<file path="config.mk">
export PLATFORM = sky130hd
export DESIGN_NAME = htw_slot_calc
export DESIGN_NICKNAME = d
export VERILOG_FILES = /design/src/design/hierarchical_timing_wheel_macros.svh /design/src/design/htw_slot_calc.sv
export SDC_FILE = /design/constraint.sdc
export NUM_CORES = 1
export LEC_CHECK = 0
export BUFFER_PORTS_ARGS = -buffer_cell sky130_fd_sc_hd__buf_2
export CAP_MARGIN = 30
export CELL_PAD_IN_SITES_DETAIL_PLACEMENT = 2
export CELL_PAD_IN_SITES_GLOBAL_PLACEMENT = 2
export CORE_ASPECT_RATIO = 0.8
export CORE_MARGIN = 5
export CORE_UTILIZATION = 15
export DETAILED_ROUTE_END_ITERATION = 12
export PLACE_DENSITY = 0.87
export SLEW_MARGIN = 10
export SYNTH_ARGS = -nofsm -noshare
export SYNTH_HDL_FRONTEND = slang
export SYNTH_SLANG_ARGS = --single-unit
</file>
<file path="constraint.sdc">
create_clock -name vclk -period 1.7
set_clock_uncertainty 0.05 [all_clocks]
set_input_delay 0.085 -clock vclk [all_inputs]
set_output_delay 0.085 -clock vclk [all_outputs]
set_load 0.02 [all_outputs]
</file>
<file path="src/design/hierarchical_timing_wheel_macros.svh">
// Assertion helpers used by the hierarchical_timing_wheel module.
`ifndef HIERARCHICAL_TIMING_WHEEL_MACROS_SVH
`define HIERARCHICAL_TIMING_WHEEL_MACROS_SVH

// The consequent must hold in the same cycle as the antecedent.
`define HTW_ASSERT_NOW(lbl, ante, cons, msg) \
    lbl: assert property (@(posedge i_clk) disable iff (!i_rst_n) (ante) |-> (cons)) \
        else $error(msg);

// The consequent must hold in the cycle after the antecedent.
`define HTW_ASSERT_NEXT(lbl, ante, cons, msg) \
    lbl: assert property (@(posedge i_clk) disable iff (!i_rst_n) (ante) |=> (cons)) \
        else $error(msg);

`endif

</file>
<file path="src/design/htw_slot_calc.sv">
module htw_slot_calc #(
    parameter int NEAR_BITS  = 8,
    parameter int LEVEL_BITS = 6,
    parameter int SLOT_W     = 9
) (
    input  logic [31:0]       i_expiry,
    input  logic [31:0]       i_now,
    output logic [SLOT_W-1:0] o_slot
);

    localparam int NEAR_SLOTS  = 1 << NEAR_BITS;
    localparam int LEVEL_SLOTS = 1 << LEVEL_BITS;
    localparam logic [31:0] NEAR_MASK = 32'(NEAR_SLOTS - 1);

    always_comb begin
        int  lvl;
        int  w;
        int  sh;
        logic found;
        logic [31:0] shifted;
        lvl = 3;
        w = 0;
        sh = 0;
        found = 1'b0;
        shifted = '0;
        o_slot = '0;
        if ((i_expiry | NEAR_MASK) == (i_now | NEAR_MASK)) begin
            o_slot = SLOT_W'(i_expiry & NEAR_MASK);
        end else begin
            for (int i = 0; i < 3; i++) begin
                w = NEAR_BITS + LEVEL_BITS * (i + 1);
                if (!found && (w >= 32 || (i_expiry >> w) == (i_now >> w))) begin
                    found = 1'b1;
                    lvl = i;
                end
            end
            sh = NEAR_BITS + lvl * LEVEL_BITS;
            shifted = (sh >= 32) ? 32'd0 : (i_expiry >> sh);
            o_slot = SLOT_W'(NEAR_SLOTS + lvl * LEVEL_SLOTS)
                   + SLOT_W'(shifted[LEVEL_BITS-1:0]);
        end
    end

endmodule

</file>
### After elaboration in Yosys (flattened, before gate mapping)

Cells that the tools add are included.

| storage, ports and cells | value |
|---|---|
| flip-flop bits (word level) | 0 |
| input port bits | 64 |
| output and inout bits | 9 |
| word-level logic and storage cells | 24 |

| operators by class | value |
|---|---|
| add/subtract/negate cells | 3 |
| multiply operators | 1 |
| $lt $le $gt $ge | 1 |
| equality and inequality tests | 4 |
| shift operators | 1 |
| muxes and demuxes | 10 |
| reduce and logical (&&, ||, !) cells | 4 |

Operators with widths:

| operator | number |
|---|---|
| 5-bit by 32-bit adder with 32-bit output (first input constant) | 1 |
| 32-bit by 7-bit >= comparator with 1-bit output (second input constant) | 1 |
| 32-bit by 3-bit multiplier with 31-bit output (second input constant) | 1 |
| 32-bit two-way mux | 1 |
| 32-bit by 32-bit right shift with 6-bit output | 1 |
| 24-bit == test | 1 |
| 18-bit == test | 1 |
| 12-bit == test | 1 |
| 9-bit by 6-bit adder with 9-bit output | 1 |
| 9-bit adder (first input constant) | 1 |
| 9-bit two-way mux | 1 |
| 6-bit == test | 1 |
| 2-bit two-way mux | 3 |
| 6-bit two-way mux | 1 |
| 1-bit two-way mux | 4 |
| 1-bit logical AND | 2 |
| 1-bit zero test | 2 |

### Longest topological paths before layout

| depth | value |
|---|---|
| depth after elaboration | 17 |
| mapped depth | 8 |
| gate-level depth less buffers | 8 |

### Worst setup path before layout

No wires, ideal clock.

| timing | value |
|---|---|
| path type | input port to output port |
| from | input port i_now[16] |
| to | output port o_slot[2] |
| data arrival time | 1.632 ns |
| data required time | 1.565 ns |
| path slack | -0.067 ns |
| cell stages on the path | 7 |
| buffers on the path | 0 |
| cell sequence | xnor2_1 nand4_2 nor4_4 nand2_4 nor2_4 inv_2 a211oi_1 |

| between the ends | value |
|---|---|
| longest elaborated chain between the ends | 17 |
| elaborated cells on any way between the ends | 21 |
| those cells by class | 2 x add/sub; 1 x mul; 1 x order compare; 2 x eq/ne; 1 x shift; 10 x mux; 4 x reduce/logical |

Ends and longest elaborated chain:

| what | line | source |
|---|---|---|
| from (decl) | htw_slot_calc.sv:7 | `input logic [31:0] i_now,` |
| 18-bit == test | htw_slot_calc.sv:32 | `if (!found && (w >= 32 \|\| (i_expiry >> w) == (i_now >> w))) begin` |
| 1-bit two-way mux | htw_slot_calc.sv:32 |  |
| 1-bit two-way mux | htw_slot_calc.sv:27 | `if ((i_expiry \| NEAR_MASK) == (i_now \| NEAR_MASK)) begin` |
| 1-bit zero test | htw_slot_calc.sv:32 |  |
| 1-bit logical AND | htw_slot_calc.sv:32 |  |
| 1-bit two-way mux | htw_slot_calc.sv:32 |  |
| 1-bit two-way mux | htw_slot_calc.sv:27 |  |
| 1-bit zero test | htw_slot_calc.sv:32 |  |
| 1-bit logical AND | htw_slot_calc.sv:32 |  |
| 2-bit two-way mux | htw_slot_calc.sv:32 |  |
| 32-bit two-way mux | htw_slot_calc.sv:27 |  |
| 32-bit by 3-bit multiplier with 31-bit output | htw_slot_calc.sv:37 | `sh = NEAR_BITS + lvl * LEVEL_BITS;` |
| 5-bit by 32-bit adder with 32-bit output | htw_slot_calc.sv:37 |  |
| 32-bit by 7-bit >= comparator with 1-bit output or 32-bit by 32-bit right shift with 6-bit output (tied branches) | htw_slot_calc.sv:38 | `shifted = (sh >= 32) ? 32'd0 : (i_expiry >> sh);` |
| 6-bit two-way mux | htw_slot_calc.sv:38 |  |
| 9-bit by 6-bit adder with 9-bit output | htw_slot_calc.sv:40 | `+ SLOT_W'(shifted[LEVEL_BITS-1:0]);` |
| 9-bit two-way mux (*) | htw_slot_calc.sv:27 |  |
| to (decl) | htw_slot_calc.sv:8 | `output logic [SLOT_W-1:0] o_slot` |

Mark *: on every way between the ends. The rest lies on a longest branch, timed or not. The select of a mux whose other input is x is not followed.

### Worst setup path in the final report

| timing | value |
|---|---|
| from | input port i_expiry[22] |
| to | output port o_slot[2] |

| between the ends | value |
|---|---|
| longest elaborated chain between the ends | 17 |
| elaborated cells on any way between the ends | 22 |
| those cells by class | 2 x add/sub; 1 x mul; 1 x order compare; 3 x eq/ne; 1 x shift; 10 x mux; 4 x reduce/logical |

Ends and longest elaborated chain:

| what | line | source |
|---|---|---|
| from (decl) | htw_slot_calc.sv:6 | `input logic [31:0] i_expiry,` |
| 18-bit == test | htw_slot_calc.sv:32 |  |
| 1-bit two-way mux | htw_slot_calc.sv:32 |  |
| 1-bit two-way mux | htw_slot_calc.sv:27 |  |
| 1-bit zero test | htw_slot_calc.sv:32 |  |
| 1-bit logical AND | htw_slot_calc.sv:32 |  |
| 1-bit two-way mux | htw_slot_calc.sv:32 |  |
| 1-bit two-way mux | htw_slot_calc.sv:27 |  |
| 1-bit zero test | htw_slot_calc.sv:32 |  |
| 1-bit logical AND | htw_slot_calc.sv:32 |  |
| 2-bit two-way mux | htw_slot_calc.sv:32 |  |
| 32-bit two-way mux | htw_slot_calc.sv:27 |  |
| 32-bit by 3-bit multiplier with 31-bit output | htw_slot_calc.sv:37 |  |
| 5-bit by 32-bit adder with 32-bit output | htw_slot_calc.sv:37 |  |
| 32-bit by 7-bit >= comparator with 1-bit output or 32-bit by 32-bit right shift with 6-bit output (tied branches) | htw_slot_calc.sv:38 |  |
| 6-bit two-way mux | htw_slot_calc.sv:38 |  |
| 9-bit by 6-bit adder with 9-bit output | htw_slot_calc.sv:40 |  |
| 9-bit two-way mux (*) | htw_slot_calc.sv:27 |  |

Marks and branches as above.

==> metrics.md <==
| Metric | Value |
|---|---|
| Sum of overflow across all layers after global routing | 0 |
| RSZ-0062 raised after global routing | true |
| Achievable clock frequency | around 550 MHz |
| Finished Cell Area | between 1500 and 2000 um2 |
| Worst-case setup margin in the final layout | -106.4 ps |
| Final WL | around 4.3 mm |
| Mean routed wirelength per cell | ~18 um |
| Multi-input gate area in the final layout | just over 800 um2 |
| Placed cell count | around 230 |
| Psw | ~0.16 mW |
| DIE HEIGHT | between 60 and 70 um |
| # clk buffers | 0 |
| Number of cells produced by synthesis | 88 |
| Switching portion of total power | 43.57% |
| Worst hold path class | in -> out |
| Max_slew headroom | just under 80% |
| Cell area power density | ~220 nW/um2 |
| Unique cell type count in the Yosys netlist | 33 |
| Ant diodes | 0 |
| Final setup violating endpoints | 6 |
| Number of max-capacitance violations reported | 0 |
| Iteration-0 DRC Markers | 8 |
| Global placement routability congestion | between 0.7 and 0.8 |
| Buffers on Ports | 65 |
| Count of flip-flops and latches | 0 |
| Total Nets Final | 251 |
| Internal power | between 0.2 and 0.25 mW |
| FILL cells | approximately 480 |
| Remaining DRCs | 0 |
| Number of placement rows | 21 |
| Period Utilization, post-route | 106.3% |
| Sequential standard cell area | 0 um2 |
| Fraction of final layout cells sized beyond drive strength 1 | between 70% and 80% |
| Final hold slack | between 400 and 500 ps |
| CTS Hold Buffers Added | 0 |
| Worst Hold Launch | i_expiry[7] |
| Nature of the critical path startpoint | primary input |
| Combinational Power Share | 100.0% |
| Min Tclk post-route | 1806 ps |
| Sequential cell area fraction in the yosys report | 0% |
| Pin count of the biggest net entering global routing | 13 |
| Number of iterations in the first detailed-routing pass | 4 |
| Placed wire-length estimate | between 2 and 3 mm |
| Number of antenna violations at the first check in global routing | 0 |
| Average cell area after synthesis | 7.180 um2 |
| Setup TNS | -464.3 ps |
| Clk pwr share | 0% |
| Final core area utilization | around two fifths |
| Fraction of power consumed by sequential logic | 0% |
| Hold Path End | o_slot[7] |
| Global routing usage summed across all routing layers | around 15% |
| Via-per-instance ratio | 4.326 |
| Area after detailed placement | roughly 1200 um2 |
| Type of destination of the critical path | primary output |
| Required time reported for the critical path endpoint | between 1500 and 2000 ps |
| Starting density of the core | 15.32% |
| Synth-to-layout area growth | 156.4% |
| Category of the critical setup timing path | in -> out |
| Wire length of the first global-routing pass | 6.175 mm |
| Placeable core region | 4125 um2 |
| Peak supply drop | around 0.074 mV |
| Die W | 82.57 um |
| Hold depth | 4 |
| Via count of the first global-routing pass | roughly 1,200 |
| Vias post-DR | roughly 1,000 |
| Outcome | complete, but fails checks |
| Maximum fanout along the worst path | 5 |
| Number of warnings reported in the yosys synthesis log | 0 |
| Final Instance Count excl. Fillers | between 200 and 250 |
| Slew at the pin with the worst max-slew slack | around 320 ps |
| I/O pin count | 73 |
| Final Hold Vio Count | 0 |
| Final Max Slew Viols | 0 |
| Arrival time of the worst setup path | around 1700 ps |
| Failing checks | negative setup slack |
| Static leakage | 0.7311 nW |
| Post-Syn Nets | ~150 |
| Area of the mapped netlist | 631.9 um2 |
| Count of nets left with antenna violations after detail routing | 0 |
| Die Outline Area | ~5600 um2 |
[power by group through the flow]
stage | Clock (mW) | Combinational, mW | Sequential [mW]
2_1_floorplan | 0 | 0.105 | 0
3_3_place_gp | 0 | 0.237 | 0
3_5_place_dp | 0 | 0.244 | 0
4_1_cts | 0 | 0.327 | 0
5_1_grt | 0 | 0.389 | 0
6_report | 0 | 0.362 | 0
[cells in the final DEF (no fill, tap or decap), types with 2 or more instances in the layout]
| cell type | count |
|---|---|
| o21ai_0 | 4 |
| xnor2_2 | 3 |
| o31a_1 | 2 |
| xnor2_4 | 4 |
| nand2_1 | 6 |
| nand4b_1 | 2 |
| nor2_4 | 3 |
| nand2_4 | 2 |
| o21a_1 | 2 |
| nand3_1 | 2 |
| a211oi_2 | 3 |
| buf_8 | 5 |
| xor2_1 | 7 |
| buf_6 | 17 |
| a311oi_2 | 2 |
| nand4_1 | 2 |
| buf_2 | 47 |
| xnor2_1 | 9 |
| nor2_1 | 7 |
| nor3_2 | 3 |
| a21oi_2 | 2 |
| o211a_1 | 2 |
| buf_4 | 30 |
[Yosys cell counts, drive strengths merged, types with 3 or more instances]
library cell  number  area (um2)
a211oi             4       30.03
nand3              3       15.01
nor2              10       47.55
nor3               3       20.02
xor2               8       70.07
o21ai              5       25.02
nand2              9       41.29
nand4              3       25.02
xnor2             16       140.1
[worst max-delay path by stage]
stage	endpoint	slack, ps	depth (start not counted)	from
after detailed placement	o_slot[5]	-210	9	i_now[22]
after global routing	o_slot[2]	-180	9	i_now[22]
after global placement	o_slot[5]	-110	9	i_now[25]
after floorplan	o_slot[2]	-70	7	i_now[16]
after CTS	o_slot[0]	-50	9	i_now[25]
final	o_slot[2]	-110	9	i_expiry[22]
[metrics by stage]
step | total power [mW] | worst slack (ps)
global route | 0.3886 | -181.4
finish | 0.3616 | -106.4
CTS | 0.3270 | -45.93
detailed placement | 0.2444 | -213.1
global placement | 0.2366 | -106.7
floorplan | 0.1054 | -67.40
[worst max-delay path, cell delays in order]
cell,delay [ps]
buf_8,100
xor2_2,170
nor4_2,340
and2_4,220
buf_6,130
nor2_1,50
o21a_1,200
a211oi_1,170
buf_2,200
[cell families (layout without fill, tap and decap cells)]
group | Yosys count | in the layout | synth area share [%]
AO/OA/AOI/OAI | 20 | 20 | 22.57
XOR/XNOR | 24 | 24 | 33.27
buffers and inverters | 4 | 101 | 3.760
AND/OR/NAND/NOR | 38 | 38 | 37.23
multiplexers | 2 | 2 | 3.168
[layer usage]
metal / part of all wire (%) / vias up / GRT usage (%)
li1: - / 508 / -
met1: 39 / 488 / 17.15
met2: 51 / 43 / 27.50
met3: 7.3 / 8 / 2.632
met4: 2.5 / 0 / 3.265
met5: 0 / - / 0
[timing repair]
action | in CTS | in global routing
endpoints found under the setup margin | 6 | 6
endpoints found under the hold margin | 0 | 0
pin swaps | 19 | 18
cloned | 1 | 0
buffers inserted | 5 | 4
resized for setup | 48 | 28
[layout make-up]
| type | count | area share [%] |
|---|---|---|
| multi-input combinational | 84 | 50.27 |
| timing repair buffer | 99 | 44.86 |
| inverter | 2 | 0.4633 |
| tap | 57 | 4.402 |
No activity file was read; power rests on OpenSTA's default activity.
